===== src/rtl/assert_macros.svh =====
// assertion macros used by bounded_task_priority_queue
`ifndef ASSERT_MACROS_SVH
`define ASSERT_MACROS_SVH

// property checked on every rising edge outside reset
`define ASSERT_CLK(lbl, prop, msg) \
    lbl: assert property (@(posedge i_clk) disable iff (!i_rst_n) prop) else $error(msg);

// condition that must never be seen outside reset
`define ASSERT_NEVER(lbl, cond, msg) \
    `ASSERT_CLK(lbl, !(cond), msg)

`endif


===== src/rtl/btpq_pkg.sv =====
// types and constants of the task priority queue
`timescale 1ns / 1ps
`default_nettype none

package btpq_pkg;

    localparam int TASK_W = 3;
    localparam int CFG_DATA_W = 8;
    localparam int CFG_IDX_W = 3;
    localparam int NUM_TASKS = 6;
    localparam logic [2:0] TASK_LIMIT = 3'd6;

    localparam logic [1:0] MODE_ADD  = 2'd0;
    localparam logic [1:0] MODE_SORT = 2'd1;
    localparam logic [1:0] MODE_POP  = 2'd2;

    localparam logic [1:0] ST_DONE    = 2'd0;
    localparam logic [1:0] ST_NO_TASK = 2'd1;
    localparam logic [1:0] ST_FULL    = 2'd2;
    localparam logic [1:0] ST_EMPTY   = 2'd3;

    localparam logic [CFG_IDX_W-1:0] CFG_TASK_COUNT = 3'd0;
    localparam logic [CFG_IDX_W-1:0] CFG_PRIO_FIRST = 3'd1;
    localparam logic [CFG_IDX_W-1:0] CFG_PRIO_LAST  = 3'd6;

    typedef enum logic [1:0] {
        CELL_HOLD,
        CELL_LOAD,
        CELL_SHIFT,
        CELL_SORT
    } t_cell_op;

    typedef struct packed {
        t_cell_op op;
        logic     phase;
    } t_cell_cmd;

endpackage

`default_nettype wire


===== src/rtl/btpq_cmd_if.sv =====
// command channel: operation mode and task index
`timescale 1ns / 1ps
`default_nettype none

interface btpq_cmd_if;
    logic       valid;
    logic       ready;
    logic [1:0] mode;
    logic [btpq_pkg::TASK_W-1:0] task_index;

    modport source (output valid, output mode, output task_index, input ready);
    modport sink   (input valid, input mode, input task_index, output ready);
endinterface

`default_nettype wire


===== src/rtl/btpq_rsp_if.sv =====
// response channel: status, popped entry and queue count
`timescale 1ns / 1ps
`default_nettype none

interface btpq_rsp_if;
    logic       valid;
    logic       ready;
    logic [1:0] status;
    logic [btpq_pkg::TASK_W-1:0] popped_task;
    logic [7:0] popped_priority;
    logic [3:0] queue_count;

    modport source (output valid, output status, output popped_task,
                    output popped_priority, output queue_count, input ready);
    modport sink   (input valid, input status, input popped_task,
                    input popped_priority, input queue_count, output ready);
endinterface

`default_nettype wire


===== src/rtl/btpq_cell.sv =====
// one queue slot: load, shift toward head, odd-even compare-exchange
`timescale 1ns / 1ps
`default_nettype none

module btpq_cell #(
    parameter int QUEUE_DEPTH = 8,
    parameter int PRIO_W      = 8,
    parameter int IDX         = 0
) (
    input  wire                            i_clk,
    input  btpq_pkg::t_cell_cmd            i_cmd,
    input  wire [$clog2(QUEUE_DEPTH+1)-1:0] i_fill,
    input  wire [btpq_pkg::TASK_W-1:0]     i_new_task,
    input  wire [PRIO_W-1:0]               i_new_prio,
    input  wire [btpq_pkg::TASK_W-1:0]     i_left_task,
    input  wire [PRIO_W-1:0]               i_left_prio,
    input  wire [btpq_pkg::TASK_W-1:0]     i_right_task,
    input  wire [PRIO_W-1:0]               i_right_prio,
    output logic [btpq_pkg::TASK_W-1:0]    o_task,
    output logic [PRIO_W-1:0]              o_prio
);

    localparam int CNT_W = $clog2(QUEUE_DEPTH + 1);
    localparam logic [CNT_W-1:0] MY_POS   = CNT_W'(IDX);
    localparam logic [CNT_W-1:0] NEXT_POS = CNT_W'(IDX + 1);
    localparam bit HAS_LEFT  = (IDX > 0);
    localparam bit HAS_RIGHT = (IDX < QUEUE_DEPTH - 1);

    logic [btpq_pkg::TASK_W-1:0] r_task, n_task;
    logic [PRIO_W-1:0]           r_prio, n_prio;
    logic                        w_swap_right, w_swap_left;

    // both cells of a pair see the same compare, so they swap together
    always_comb begin
        w_swap_right = HAS_RIGHT && (MY_POS[0] == i_cmd.phase) && (NEXT_POS < i_fill)
                       && (i_right_prio < r_prio);
        w_swap_left  = HAS_LEFT && (MY_POS[0] != i_cmd.phase) && (MY_POS < i_fill)
                       && (r_prio < i_left_prio);
        n_task = r_task;
        n_prio = r_prio;
        case (i_cmd.op)
            btpq_pkg::CELL_LOAD: begin
                if (MY_POS == i_fill) begin
                    n_task = i_new_task;
                    n_prio = i_new_prio;
                end
            end
            btpq_pkg::CELL_SHIFT: begin
                if (HAS_RIGHT && (NEXT_POS < i_fill)) begin
                    n_task = i_right_task;
                    n_prio = i_right_prio;
                end
            end
            btpq_pkg::CELL_SORT: begin
                if (w_swap_right) begin
                    n_task = i_right_task;
                    n_prio = i_right_prio;
                end else if (w_swap_left) begin
                    n_task = i_left_task;
                    n_prio = i_left_prio;
                end
            end
            default: ;
        endcase
    end

    always_ff @(posedge i_clk) begin
        r_task <= n_task;
        r_prio <= n_prio;
    end

    assign o_task = r_task;
    assign o_prio = r_prio;

endmodule

`default_nettype wire


===== src/rtl/bounded_task_priority_queue.sv =====
// add, pop and unused mode register their word in the cycle after acceptance
// sort registers its word after its last exchange phase in the sort state
// throughput: add and pop one word per cycle while the response is taken;
//   a sort holds off input, one odd-even exchange phase across the cell row each cycle
// reset: clears fill count, config registers, sort state and response valid;
//   slot contents are not cleared
`timescale 1ns / 1ps
`default_nettype none
`include "assert_macros.svh"

module bounded_task_priority_queue #(
    parameter int QUEUE_DEPTH   = 8,
    parameter int PRIORITY_BITS = 8
) (
    input  wire                                i_clk,
    input  wire                                i_rst_n,
    btpq_cmd_if.sink                           i_cmd,
    btpq_rsp_if.source                         o_rsp,
    input  wire                                i_cfg_we,
    input  wire [btpq_pkg::CFG_IDX_W-1:0]      i_cfg_idx,
    input  wire [btpq_pkg::CFG_DATA_W-1:0]     i_cfg_data
);

    // fill count holds 0..QUEUE_DEPTH
    localparam int CNT_W  = $clog2(QUEUE_DEPTH + 1);
    // one exchange phase per slot is enough to finish any fill level
    localparam int PASS_W = $clog2(QUEUE_DEPTH);
    // stored priority: masked copy of an 8 bit register
    localparam int PRIO_W = (PRIORITY_BITS < 8) ? PRIORITY_BITS : 8;
    localparam logic [CNT_W-1:0]  FULL_CNT  = CNT_W'(QUEUE_DEPTH);
    localparam logic [PASS_W-1:0] LAST_PASS = PASS_W'(QUEUE_DEPTH - 1);

    // controller states
    localparam logic S_IDLE = 1'b0;
    localparam logic S_SORT = 1'b1;

    localparam int TW = btpq_pkg::TASK_W;

    // configuration registers
    logic [2:0] r_task_count;
    logic [7:0] r_prio [btpq_pkg::NUM_TASKS];

    // control state
    logic              r_state, n_state;
    logic [PASS_W-1:0] r_pass, n_pass;
    logic [CNT_W-1:0]  r_fill, n_fill;
    logic              r_out_valid, n_out_valid;

    // response word
    logic [1:0]    r_status, n_status;
    logic [TW-1:0] r_ptask, n_ptask;
    logic [7:0]    r_pprio, n_pprio;
    logic [3:0]    r_count, n_count;

    // cell row
    logic [TW-1:0]     w_task [QUEUE_DEPTH];
    logic [PRIO_W-1:0] w_prio [QUEUE_DEPTH];
    btpq_pkg::t_cell_cmd w_cmd;

    logic          w_in_ready, w_accept, w_out_free;
    logic [2:0]    w_limit;
    logic [7:0]    w_sel_prio;
    logic [PRIO_W-1:0] w_new_prio;
    logic          w_is_add, w_is_sort, w_is_pop;
    logic          w_add_ok, w_pop_ok;

    // a finished word in the output register blocks acceptance until it is taken
    assign w_out_free = !r_out_valid || o_rsp.ready;
    assign w_in_ready = (r_state == S_IDLE) && w_out_free;
    assign w_accept   = i_cmd.valid && w_in_ready;
    assign i_cmd.ready = w_in_ready;

    // task count beyond the register file saturates
    assign w_limit = (r_task_count > btpq_pkg::TASK_LIMIT) ? btpq_pkg::TASK_LIMIT
                                                          : r_task_count;
    assign w_sel_prio = (i_cmd.task_index < btpq_pkg::TASK_LIMIT)
                        ? r_prio[i_cmd.task_index] : 8'd0;
    assign w_new_prio = w_sel_prio[PRIO_W-1:0];

    assign w_is_add  = w_accept && (i_cmd.mode == btpq_pkg::MODE_ADD);
    assign w_is_sort = w_accept && (i_cmd.mode == btpq_pkg::MODE_SORT);
    assign w_is_pop  = w_accept && (i_cmd.mode == btpq_pkg::MODE_POP);
    assign w_add_ok  = w_is_add && (i_cmd.task_index < w_limit) && (r_fill != FULL_CNT);
    assign w_pop_ok  = w_is_pop && (r_fill != '0);

    // command broadcast to every cell
    always_comb begin
        w_cmd.phase = r_pass[0];
        if (r_state == S_SORT) begin
            w_cmd.op = btpq_pkg::CELL_SORT;
        end else if (w_add_ok) begin
            w_cmd.op = btpq_pkg::CELL_LOAD;
        end else if (w_pop_ok) begin
            w_cmd.op = btpq_pkg::CELL_SHIFT;
        end else begin
            w_cmd.op = btpq_pkg::CELL_HOLD;
        end
    end

    // slot 0 is the head; each cell sees both neighbors
    for (genvar g = 0; g < QUEUE_DEPTH; g++) begin : g_cell
        localparam int LEFT  = (g == 0) ? 0 : g - 1;
        localparam int RIGHT = (g == QUEUE_DEPTH - 1) ? g : g + 1;
        btpq_cell #(
            .QUEUE_DEPTH (QUEUE_DEPTH),
            .PRIO_W      (PRIO_W),
            .IDX         (g)
        ) u_cell (
            .i_clk        (i_clk),
            .i_cmd        (w_cmd),
            .i_fill       (r_fill),
            .i_new_task   (i_cmd.task_index),
            .i_new_prio   (w_new_prio),
            .i_left_task  (w_task[LEFT]),
            .i_left_prio  (w_prio[LEFT]),
            .i_right_task (w_task[RIGHT]),
            .i_right_prio (w_prio[RIGHT]),
            .o_task       (w_task[g]),
            .o_prio       (w_prio[g])
        );
    end

    // controller and response word
    always_comb begin
        n_state     = r_state;
        n_pass      = r_pass;
        n_fill      = r_fill;
        n_out_valid = r_out_valid && !o_rsp.ready;
        n_status    = r_status;
        n_ptask     = r_ptask;
        n_pprio     = r_pprio;
        n_count     = r_count;
        unique case (r_state)
            S_IDLE: begin
                if (w_is_sort) begin
                    // result comes out after the last exchange phase
                    n_state = S_SORT;
                    n_pass  = '0;
                end else if (w_accept) begin
                    n_out_valid = 1'b1;
                    n_status    = btpq_pkg::ST_DONE;
                    n_ptask     = '0;
                    n_pprio     = '0;
                    if (w_is_add) begin
                        if (!(i_cmd.task_index < w_limit)) begin
                            n_status = btpq_pkg::ST_NO_TASK;
                        end else if (r_fill == FULL_CNT) begin
                            n_status = btpq_pkg::ST_FULL;
                        end else begin
                            n_fill = r_fill + 1'b1;
                        end
                    end else if (w_is_pop) begin
                        if (r_fill == '0) begin
                            n_status = btpq_pkg::ST_EMPTY;
                        end else begin
                            n_ptask = w_task[0];
                            n_pprio = 8'(w_prio[0]);
                            n_fill  = r_fill - 1'b1;
                        end
                    end
                    n_count = 4'(n_fill);
                end
            end
            S_SORT: begin
                n_pass = r_pass + 1'b1;
                if (r_pass == LAST_PASS) begin
                    // output register was freed when the sort was accepted
                    n_state     = S_IDLE;
                    n_out_valid = 1'b1;
                    n_status    = btpq_pkg::ST_DONE;
                    n_ptask     = '0;
                    n_pprio     = '0;
                    n_count     = 4'(r_fill);
                end
            end
            default: n_state = S_IDLE;
        endcase
    end

    always_ff @(posedge i_clk) begin
        if (!i_rst_n) begin
            r_state     <= S_IDLE;
            r_pass      <= '0;
            r_fill      <= '0;
            r_out_valid <= 1'b0;
        end else begin
            r_state     <= n_state;
            r_pass      <= n_pass;
            r_fill      <= n_fill;
            r_out_valid <= n_out_valid;
        end
    end

    always_ff @(posedge i_clk) begin
        r_status <= n_status;
        r_ptask  <= n_ptask;
        r_pprio  <= n_pprio;
        r_count  <= n_count;
    end

    // config writes: task count, then one priority per task
    always_ff @(posedge i_clk) begin
        if (!i_rst_n) begin
            r_task_count <= '0;
            for (int k = 0; k < btpq_pkg::NUM_TASKS; k++) begin
                r_prio[k] <= '0;
            end
        end else if (i_cfg_we) begin
            if (i_cfg_idx == btpq_pkg::CFG_TASK_COUNT) begin
                r_task_count <= i_cfg_data[2:0];
            end else if ((i_cfg_idx >= btpq_pkg::CFG_PRIO_FIRST)
                         && (i_cfg_idx <= btpq_pkg::CFG_PRIO_LAST)) begin
                r_prio[3'(i_cfg_idx - btpq_pkg::CFG_PRIO_FIRST)] <= i_cfg_data;
            end
        end
    end

    // response port
    assign o_rsp.valid           = r_out_valid;
    assign o_rsp.status          = r_status;
    assign o_rsp.popped_task     = r_ptask;
    assign o_rsp.popped_priority = r_pprio;
    assign o_rsp.queue_count     = r_count;

    // fill level never passes the slot count
    `ASSERT_NEVER(a_fill_bound, r_fill > FULL_CNT, "fill count beyond queue depth")
    // the entry count is frozen while the cells exchange
    `ASSERT_CLK(a_sort_fill_stable, (r_state == S_SORT) |=> (r_fill == $past(r_fill)), "fill changed during sort")
    // the last exchange phase always hands a word to the output
    `ASSERT_CLK(a_sort_done_word, (r_state == S_SORT && r_pass == LAST_PASS) |=> (r_out_valid && r_state == S_IDLE), "sort ended without response")
    // an empty status only ever reports an empty queue
    `ASSERT_CLK(a_empty_count, (r_out_valid && r_status == btpq_pkg::ST_EMPTY) |-> (r_count == 4'd0), "empty status with entries held")

endmodule

`default_nettype wire

===== src/flat_wrapper.sv =====
// flat-port wrapper written by rule: the top's interface ports become plain ports
module bounded_task_priority_queue_flat 
#(
    parameter int QUEUE_DEPTH   = 8,
    parameter int PRIORITY_BITS = 8
)
  (i_clk, i_rst_n, i_cfg_we, i_cfg_idx, i_cfg_data, i_cmd_valid, i_cmd_mode, i_cmd_task_index, i_cmd_ready, o_rsp_valid, o_rsp_status, o_rsp_popped_task, o_rsp_popped_priority, o_rsp_queue_count, o_rsp_ready);
  btpq_cmd_if i_cmd_i ();
  btpq_rsp_if o_rsp_i ();
  input  wire i_clk;
  input  wire i_rst_n;
  input  wire i_cfg_we;
  input  wire [btpq_pkg::CFG_IDX_W-1:0] i_cfg_idx;
  input  wire [btpq_pkg::CFG_DATA_W-1:0] i_cfg_data;
  input wire logic [$bits(i_cmd_i.valid)-1:0] i_cmd_valid;
  input wire logic [$bits(i_cmd_i.mode)-1:0] i_cmd_mode;
  input wire logic [$bits(i_cmd_i.task_index)-1:0] i_cmd_task_index;
  output wire logic [$bits(i_cmd_i.ready)-1:0] i_cmd_ready;
  output wire logic [$bits(o_rsp_i.valid)-1:0] o_rsp_valid;
  output wire logic [$bits(o_rsp_i.status)-1:0] o_rsp_status;
  output wire logic [$bits(o_rsp_i.popped_task)-1:0] o_rsp_popped_task;
  output wire logic [$bits(o_rsp_i.popped_priority)-1:0] o_rsp_popped_priority;
  output wire logic [$bits(o_rsp_i.queue_count)-1:0] o_rsp_queue_count;
  input wire logic [$bits(o_rsp_i.ready)-1:0] o_rsp_ready;
  assign i_cmd_i.valid = i_cmd_valid;
  assign i_cmd_i.mode = i_cmd_mode;
  assign i_cmd_i.task_index = i_cmd_task_index;
  assign i_cmd_ready = i_cmd_i.ready;
  assign o_rsp_valid = o_rsp_i.valid;
  assign o_rsp_status = o_rsp_i.status;
  assign o_rsp_popped_task = o_rsp_i.popped_task;
  assign o_rsp_popped_priority = o_rsp_i.popped_priority;
  assign o_rsp_queue_count = o_rsp_i.queue_count;
  assign o_rsp_i.ready = o_rsp_ready;
  bounded_task_priority_queue #(.QUEUE_DEPTH(QUEUE_DEPTH), .PRIORITY_BITS(PRIORITY_BITS)) u_core (.i_clk(i_clk), .i_rst_n(i_rst_n), .i_cmd(i_cmd_i), .o_rsp(o_rsp_i), .i_cfg_we(i_cfg_we), .i_cfg_idx(i_cfg_idx), .i_cfg_data(i_cfg_data));
endmodule

===== config.mk =====
export PLATFORM = sky130hd
export DESIGN_NAME = bounded_task_priority_queue_flat
export DESIGN_NICKNAME = d
export VERILOG_FILES = /design/src/rtl/btpq_pkg.sv /design/src/rtl/btpq_cmd_if.sv /design/src/rtl/btpq_rsp_if.sv /design/src/rtl/btpq_cell.sv /design/src/rtl/bounded_task_priority_queue.sv /design/src/flat_wrapper.sv
export VERILOG_INCLUDE_DIRS = /design/src /design/src/rtl
export SDC_FILE = /design/constraint.sdc
export NUM_CORES = 1
export LEC_CHECK = 0
export BUFFER_PORTS_ARGS = -buffer_cell sky130_fd_sc_hd__clkbuf_2
export CORE_MARGIN = 4
export CORE_UTILIZATION = 48
export CTS_CLUSTER_DIAMETER = 40
export DETAILED_ROUTE_END_ITERATION = 10
export GPL_ROUTABILITY_DRIVEN = 0
export PLACE_DENSITY = 0.76
export REMOVE_ABC_BUFFERS = 1
export SYNTH_ARGS = -nofsm -noshare
export SYNTH_HDL_FRONTEND = slang
export SYNTH_SLANG_ARGS = --single-unit

===== constraint.sdc =====
create_clock -name i_clk -period 3.6 [get_ports i_clk]
set_input_delay 0.72 -clock i_clk [delete_from_list [all_inputs] [get_ports i_clk]]
set_output_delay 0.72 -clock i_clk [all_outputs]
set_load 0.03 [all_outputs]

Word level (Yosys, flattened, before mapping)
Memory sizes are Yosys's and may differ from the RTL's.
Cells that the tools add are included.
{"block": "op_classes", "n_lt_le_gt_ge": 19, "n_shift": 0, "n_div": 0, "add_sub_neg": 4, "bitwise_logic": 3, "multipliers": 0, "muxes": 129, "eq_ne": 42, "reduce_logical": 45}
{"cell": "two-way mux 8 bit", "count": 37}
{"cell": "one-hot mux 8 bit (3 select lines)", "count": 7}
{"cell": "two-way mux 3 bit", "count": 38}
{"cell": "one-hot mux 3 bit (3 select lines)", "count": 7}
{"cell": "< comparator 8 bit", "count": 7}
{"cell": "inequality test 2 bit (second input constant)", "count": 18}
{"cell": "two-way mux 4 bit", "count": 8}
{"cell": "one-hot mux 8 bit (2 select lines)", "count": 2}
{"cell": "AND reduction 4 bit", "count": 7}
{"cell": "logical AND 1 bit", "count": 24}
{"cell": "two-way mux 2 bit", "count": 11}
{"cell": "inequality test 3 bit (second input constant)", "count": 6}
{"cell": "one-hot mux 3 bit (2 select lines)", "count": 3}
{"cell": "equality test 3 x 4 -> 1 bit (first input constant)", "count": 4}
{"cell": "< comparator 3 x 4 -> 1 bit (first input constant)", "count": 4}
{"cell": "two-way mux 1 bit", "count": 12}
{"cell": "AND reduction 3 bit", "count": 3}
{"cell": "equality test 2 x 4 -> 1 bit (first input constant)", "count": 2}
{"cell": "< comparator 2 x 4 -> 1 bit (first input constant)", "count": 2}
{"cell": "one-hot mux 4 bit (2 select lines)", "count": 1}
{"cell": "OR reduction 8 bit", "count": 1}
{"cell": "equality test 2 bit (second input constant)", "count": 3}
{"cell": "inequality test 2 x 1 -> 1 bit (second input constant)", "count": 3}
{"cell": "adder 4 x 1 -> 4 bit (second input constant)", "count": 1}
{"cell": "26 further kinds", "count": 31}
{"block": "totals", "reg_bits": 117, "memories": 1, "mem_bits_ro": 0, "mem_bits_rw": 48, "word_cells": 268, "latch_bits": 0}
{"memory": "u_core.r_prio", "words": 6, "width": 8, "rd": 1, "rd_clocked_by_memory_dff": 0, "wr": 6, "line": "bounded_task_priority_queue.sv:41", "text": "logic [7:0] r_prio [btpq_pkg::NUM_TASKS];"}

Depth between registers and ports, before layout
{"block": "depth", "ltp_word": 12, "depth_mapped": 9, "depth_no_buf": 7}

By module
Synthesis repeated with hierarchy kept, for this count alone.
{"block": "hier_totals", "hier_cells": 1096, "hier_area_um2": 11237.0}
{"mod": "bounded_task_priority_queue", "seq_area_each_um2": 2192.1, "area_each_um2": 3836.2, "cells_each": 319, "instances": 1}
{"mod": "btpq_cell at u_core.g_cell[4].u_cell", "seq_area_each_um2": 330.3, "area_each_um2": 1098.6, "cells_each": 124, "instances": 1}
{"mod": "btpq_cell at u_core.g_cell[3].u_cell", "seq_area_each_um2": 330.3, "area_each_um2": 1068.5, "cells_each": 128, "instances": 1}
{"mod": "btpq_cell at u_core.g_cell[1].u_cell", "seq_area_each_um2": 330.3, "area_each_um2": 982.2, "cells_each": 102, "instances": 1}
{"mod": "btpq_cell at u_core.g_cell[2].u_cell", "seq_area_each_um2": 330.3, "area_each_um2": 972.2, "cells_each": 105, "instances": 1}
{"mod": "btpq_cell at u_core.g_cell[5].u_cell", "seq_area_each_um2": 330.3, "area_each_um2": 969.7, "cells_each": 102, "instances": 1}
{"mod": "btpq_cell at u_core.g_cell[6].u_cell", "seq_area_each_um2": 330.3, "area_each_um2": 964.7, "cells_each": 105, "instances": 1}
{"mod": "btpq_cell at u_core.g_cell[0].u_cell", "seq_area_each_um2": 330.3, "area_each_um2": 678.2, "cells_each": 53, "instances": 1}
{"mod": "btpq_cell at u_core.g_cell[7].u_cell", "seq_area_each_um2": 330.3, "area_each_um2": 666.9, "cells_each": 58, "instances": 1}

Worst setup path before layout
OpenSTA, ideal clock, no wires.
{"block": "synth_path", "path_type": "in2reg", "start": "input port i_cmd_task_index[2]", "end": "register u_core.g_cell[4].u_cell.r_prio[0] (enable)", "path_slack_ns": 0.260, "setup_ns": 0.408, "arrival_ns": 2.932, "stages": 7, "n_path_buf": 1, "cell_sequence": "ha_1 -> nand2_1 -> a31o_2 -> and3_1 -> buf_4 -> o21ai_0 -> nor4bb_1"}
{"block": "synth_between", "elab_chain_len": 8, "word_cells_on_any_way": 13, "cone_classes": "order compare: 1; eq/ne: 6; mux: 2; reduce/logical: 4"}
{"element": "start, declared", "line": "flat_wrapper.sv:17", "text": "input wire logic [$bits(i_cmd_i.task_index)-1:0] i_cmd_task_index;"}
{"element": "< comparator 3 bit (*)", "line": "bounded_task_priority_queue.sv:83", "text": "assign w_add_ok = w_is_add && (i_cmd.task_index < w_limit) && (r_fill != FULL_CNT);"}
{"element": "logical AND 1 bit (*) (2 in series)", "line": "bounded_task_priority_queue.sv:83"}
{"element": "two-way mux 2 bit (*)", "line": "bounded_task_priority_queue.sv:91", "text": "end else if (w_add_ok) begin"}
{"element": "two-way mux 2 bit (*)", "line": "bounded_task_priority_queue.sv:89", "text": "if (r_state == S_SORT) begin"}
{"element": "equality test 2 bit / equality test 2 x 1 -> 1 bit (equally long branches)", "line": "btpq_cell.sv:41", "text": "case (i_cmd.op)"}
{"element": "inequality test 3 bit (no line), or another cell as far along"}
{"element": "AND reduction 4 bit (no line) (*)"}
{"element": "end signal, assigned", "line": "btpq_cell.sv:69", "text": "r_prio <= n_prio;"}
{"element": "end, declared", "line": "btpq_cell.sv:30", "text": "logic [PRIO_W-1:0] r_prio, n_prio;"}
Mark *: on every way between the ends. The rest lies on a longest branch, timed or not.
A chain may end at the register's enable or synchronous reset.

Final worst setup path
{"block": "layout_path", "start": "register u_core.g_cell[5].u_cell.r_prio[5]", "end": "register u_core.g_cell[4].u_cell.r_prio[0] (data pin)"}
{"block": "layout_between", "elab_chain_len": 4}
{"element": "start, declared", "line": "btpq_cell.sv:30"}
{"element": "start signal, assigned", "line": "btpq_cell.sv:69"}
{"element": "< comparator 8 bit", "line": "btpq_cell.sv:36", "text": "&& (i_right_prio < r_prio);"}
{"element": "logical AND 1 bit", "line": "btpq_cell.sv:36"}
{"element": "two-way mux 8 bit", "line": "btpq_cell.sv:55", "text": "if (w_swap_right) begin"}
{"element": "one-hot mux 8 bit (3 select lines)", "line": "btpq_cell.sv:41"}
{"element": "net u_core.g_cell[4].u_cell.n_prio[0]", "line": "btpq_cell.sv:30"}
The timed path passes the listed nets, and every way through them passes these cells.

==> summary.txt <==
Synthesis
  • Count leader, synth: edfxtp_1
  • Yosys reg bits: around 170
  • Mapped cell area: ~9500 um^2
  • Post-synth ARST share: 0%
  • Library cells used by synthesis: 73
  • Mapped Cells: 850
  • Avg Cell Area, Syn: about 11 um^2
  • Top FF cell, synth: edfxtp_1
  • EDFF count, synth: between 150 and 200
  • Ys Warns: 0
  • Top-area cell type share of the netlist area: about half
  • Leading post-synthesis cells by cell area: edfxtp_1 (49%), ha_1 (8.1%), mux2i_1 (5.3%), a221o_1 (4.7%), nor2_1 (3.5%)
  • Register area share after synthesis: 51.1%
  • Top cells by count, synth: edfxtp_1 (153), nor2_1 (88), inv_1 (70)
  • Area leader, netlist: edfxtp_1

Hold path
  • Critical hold path startpoint: u_core.r_pass[2]
  • Hold crit path type: reg2reg

Die
  • Initial Utilization: 48.8%
  • DIE AREA: 22000 um^2
  • Die width: approximately 150 um
  • Die Ht: between 100 and 150 um
  • IO Pins: 40
  • Core Region: a little under 20000 um^2
  • Cell row count: approximately 50

Timing
  • # setup viols final: 0
  • Actual slew at the worst max-slew pin: roughly 0.82 ns
  • Final sum of negative setup slack: 0 ns
  • Worst Skew: between 0.01 and 0.015 ns
  • Setup WS post-layout: ~0.81 ns
  • RSZ-0062 raised after global routing: no
  • Relative slew slack: 45.2%
  • Pins Over Slew Limit: 0
  • Crit share post-route: a little under 80%
  • Fmax: ~360 MHz
  • Period minus WS final: 2.79 ns
  • Hold violation count in the final report: 0

Detailed routing
  • 1st-pass router iterations: 5
  • DRT iter0 DRCs: 600
  • ANT nets after route: 0
  • DR top layer: met4
  • Drc violations: 0
  • Met3 Routed Length: ~1400 um
  • Metal2 WL: approximately 11000 um
  • Via count: 6852
  • Post-Route M1 WL: between 9000 and 10000 um
  • Via density: ~5.9
  • Wire per inst: between 15 and 20 um
  • Routed WL: roughly 22000 um

Worst setup path
  • Worst path top cell family by delay: compound AO/OA/AOI/OAI gates
  • Slowest cell on the critical path: a21oi_1
  • Reg-to-Reg Start: u_core.g_cell[5].u_cell.o_prio[5]
  • Crit path kind: reg2reg
  • Maximum fanout along the worst path: 6
  • Worst EP arrival: between 2 and 3 ns
  • Crit-path cells: ha_1 > a211oi_1 > o211ai_1 > a21oi_1 > mux2_2 > a221o_1
  • Crit. End Element: register
  • CP Data Required Time: roughly 3.8 ns
  • WP buf/inv: 0
  • Crit path launch: u_core.g_cell[5].u_cell.o_prio[5]
  • Reg2Reg Setup Slack: roughly 0.81 ns
  • CP startpoint kind: register
  • CP peak stage delay: approximately 0.66 ns

Global route
  • GR Overflow Total: 0
  • First-pass GRT wire length: approximately 36000 um
  • Vias in the first global route: roughly 6900
  • Initial antenna violation count: 0
  • Tot GR Track Use: a little over a fifth
  • Largest net degree at the start of global routing: 66

Power and ir drop
  • Internal cell power: about 3.5 mW
  • P per Cell Area: 445 nW/um^2
  • Leak Pwr: approximately 4.2 nW
  • Psw: 1.20 mW
  • Switch share: 25.8%
  • Max VDD drop: 0.313 mV
  • Sequential power share: between 40% and 50%
  • Clock power frac: 39.6%
  • Logic pwr share: about an eighth

Finish
  • Area growth syn-to-layout: 11.0%
  • Multi-input gate area: ~4000 um^2
  • Final core utilization: approximately 54%
  • Fin nets: ~960
  • Ant diodes: 0
  • Share of cells above drive strength 1: between 10% and 20%
  • Register area: around 4800 um^2
  • Fill cell count: around 1700

Job
  • Max_cap viols: 0

Placement
  • Dpl hpwl: around 17000 um
  • Port bufs: 39
  • DP Worst Slack: roughly 0.65 ns

CTS
  • Clock sink count: about 170
  • Root Driver: clkbuf_16
  • Post-CTS Resized: 0
  • H-tree depth: 4
  • CTS Hold Bufs: 0
  • Clock buffer depth: 2
  • Worst-skew pair later-pin latency: between 0.4 and 0.5 ns
  • Num CTS Buffers: 17
  • Clk pin slew, worst setup/hold paths: roughly 0.070 ns
  • CTS tree: yes
  • Post-CTS Setup Bufs: 0

Outcome
  • Status: finished, final reports clean
[cell usage in the layout, fill, tap and decap left out, types with 8 or more instances in the layout]
cell type,n
edfxtp_1,153
nor2_1,88
inv_1,70
ha_1,61
mux2i_1,50
nand2_1,45
a221o_1,44
a21oi_1,40
o21ai_0,40
clkbuf_2,39
and2_1,24
buf_4,21
clkbuf_16,17
a21o_1,16
a211oi_1,15
nand3_1,12
dfxtp_1,11
and3_1,10
nand4_1,9
o22a_1,8
[layout make-up]
class                   instances  share of cell area (%)
multi-input cells             566                    39.3
clock inverters                15                    1.57
inverters                      70                    2.50
flip-flops and latches        165                    46.1
well taps                     265                    3.16
clock buffers                  17                    4.05
repair buffers                 60                    3.36
[through the flow]
stage / hold slack (ns) / cell area (um^2) / total power, mW / cells
2_1_floorplan: 0.464 / 9210 / 2.67 / 801
3_3_place_gp: 0.485 / 9900 / 2.83 / 1126
3_5_place_dp: 0.491 / 9900 / 2.85 / 1126
4_1_cts: 0.510 / 10500 / 4.68 / 1158
5_1_grt: 0.553 / 10500 / 4.84 / 1158
6_report: 0.506 / 10500 / 4.67 / 1158
[worst reg2reg max path: stages (launching register included)]
cell and delay, ns:
edfxtp_1 0.46, ha_1 0.34, a211oi_1 0.23, o211ai_1 0.14, a21oi_1 0.66, mux2_2 0.43
a221o_1 0.29
[metal layers]
layer | global-route usage, % | vias up
met3 | 4.27 | 34
met5 | 0 | -
li1 | - | 3256
met1 | 27.3 | 3276
met4 | 6.28 | 0
met2 | 35.3 | 286
[worst paths after layout]
path,end,depth (start not counted)
worst max-delay path,u_core.g_cell[4].u_cell.o_prio[0],6
worst min-delay path,u_core.r_pass[2],2
worst max register to register,u_core.g_cell[4].u_cell.o_prio[0],6
worst min register to register,u_core.r_pass[2],2
[power by group through the flow]
| stage | Clock [mW] | Combinational (mW) | Sequential [mW] |
|---|---|---|---|
| floorplan | 0 | 0.329 | 2.34 |
| global placement | 0 | 0.518 | 2.31 |
| detailed placement | 0 | 0.540 | 2.31 |
| CTS | 1.86 | 0.544 | 2.27 |
| global route | 1.96 | 0.604 | 2.28 |
| finish | 1.85 | 0.546 | 2.27 |
[kinds of logic after synthesis]
group | synth area share [%]
AO/OA/AOI/OAI | 16.6
multiplexers | 6.12
flip-flops | 51.1
XOR/XNOR | 0.0926
adder cells (fa/ha/maj) | 8.07
buffers and inverters | 5.38
AND/OR/NAND/NOR | 12.7
[sequential cells by signal (all words and copies together), names as in the netlist]
name,flops
u_core.r_task_count,3
u_core.g_cell.u_cell.o_task,24
u_core.o_rsp.popped_task,3
u_core.o_rsp.status,2
u_core.r_prio,48
u_core.r_state,1
u_core.o_rsp.queue_count,4
u_core.g_cell.u_cell.o_prio,64
u_core.r_pass,3
u_core.r_fill,4
u_core.o_rsp.popped_priority,8
u_core.o_rsp.valid,1
No activity file was read; power rests on OpenSTA's default activity.
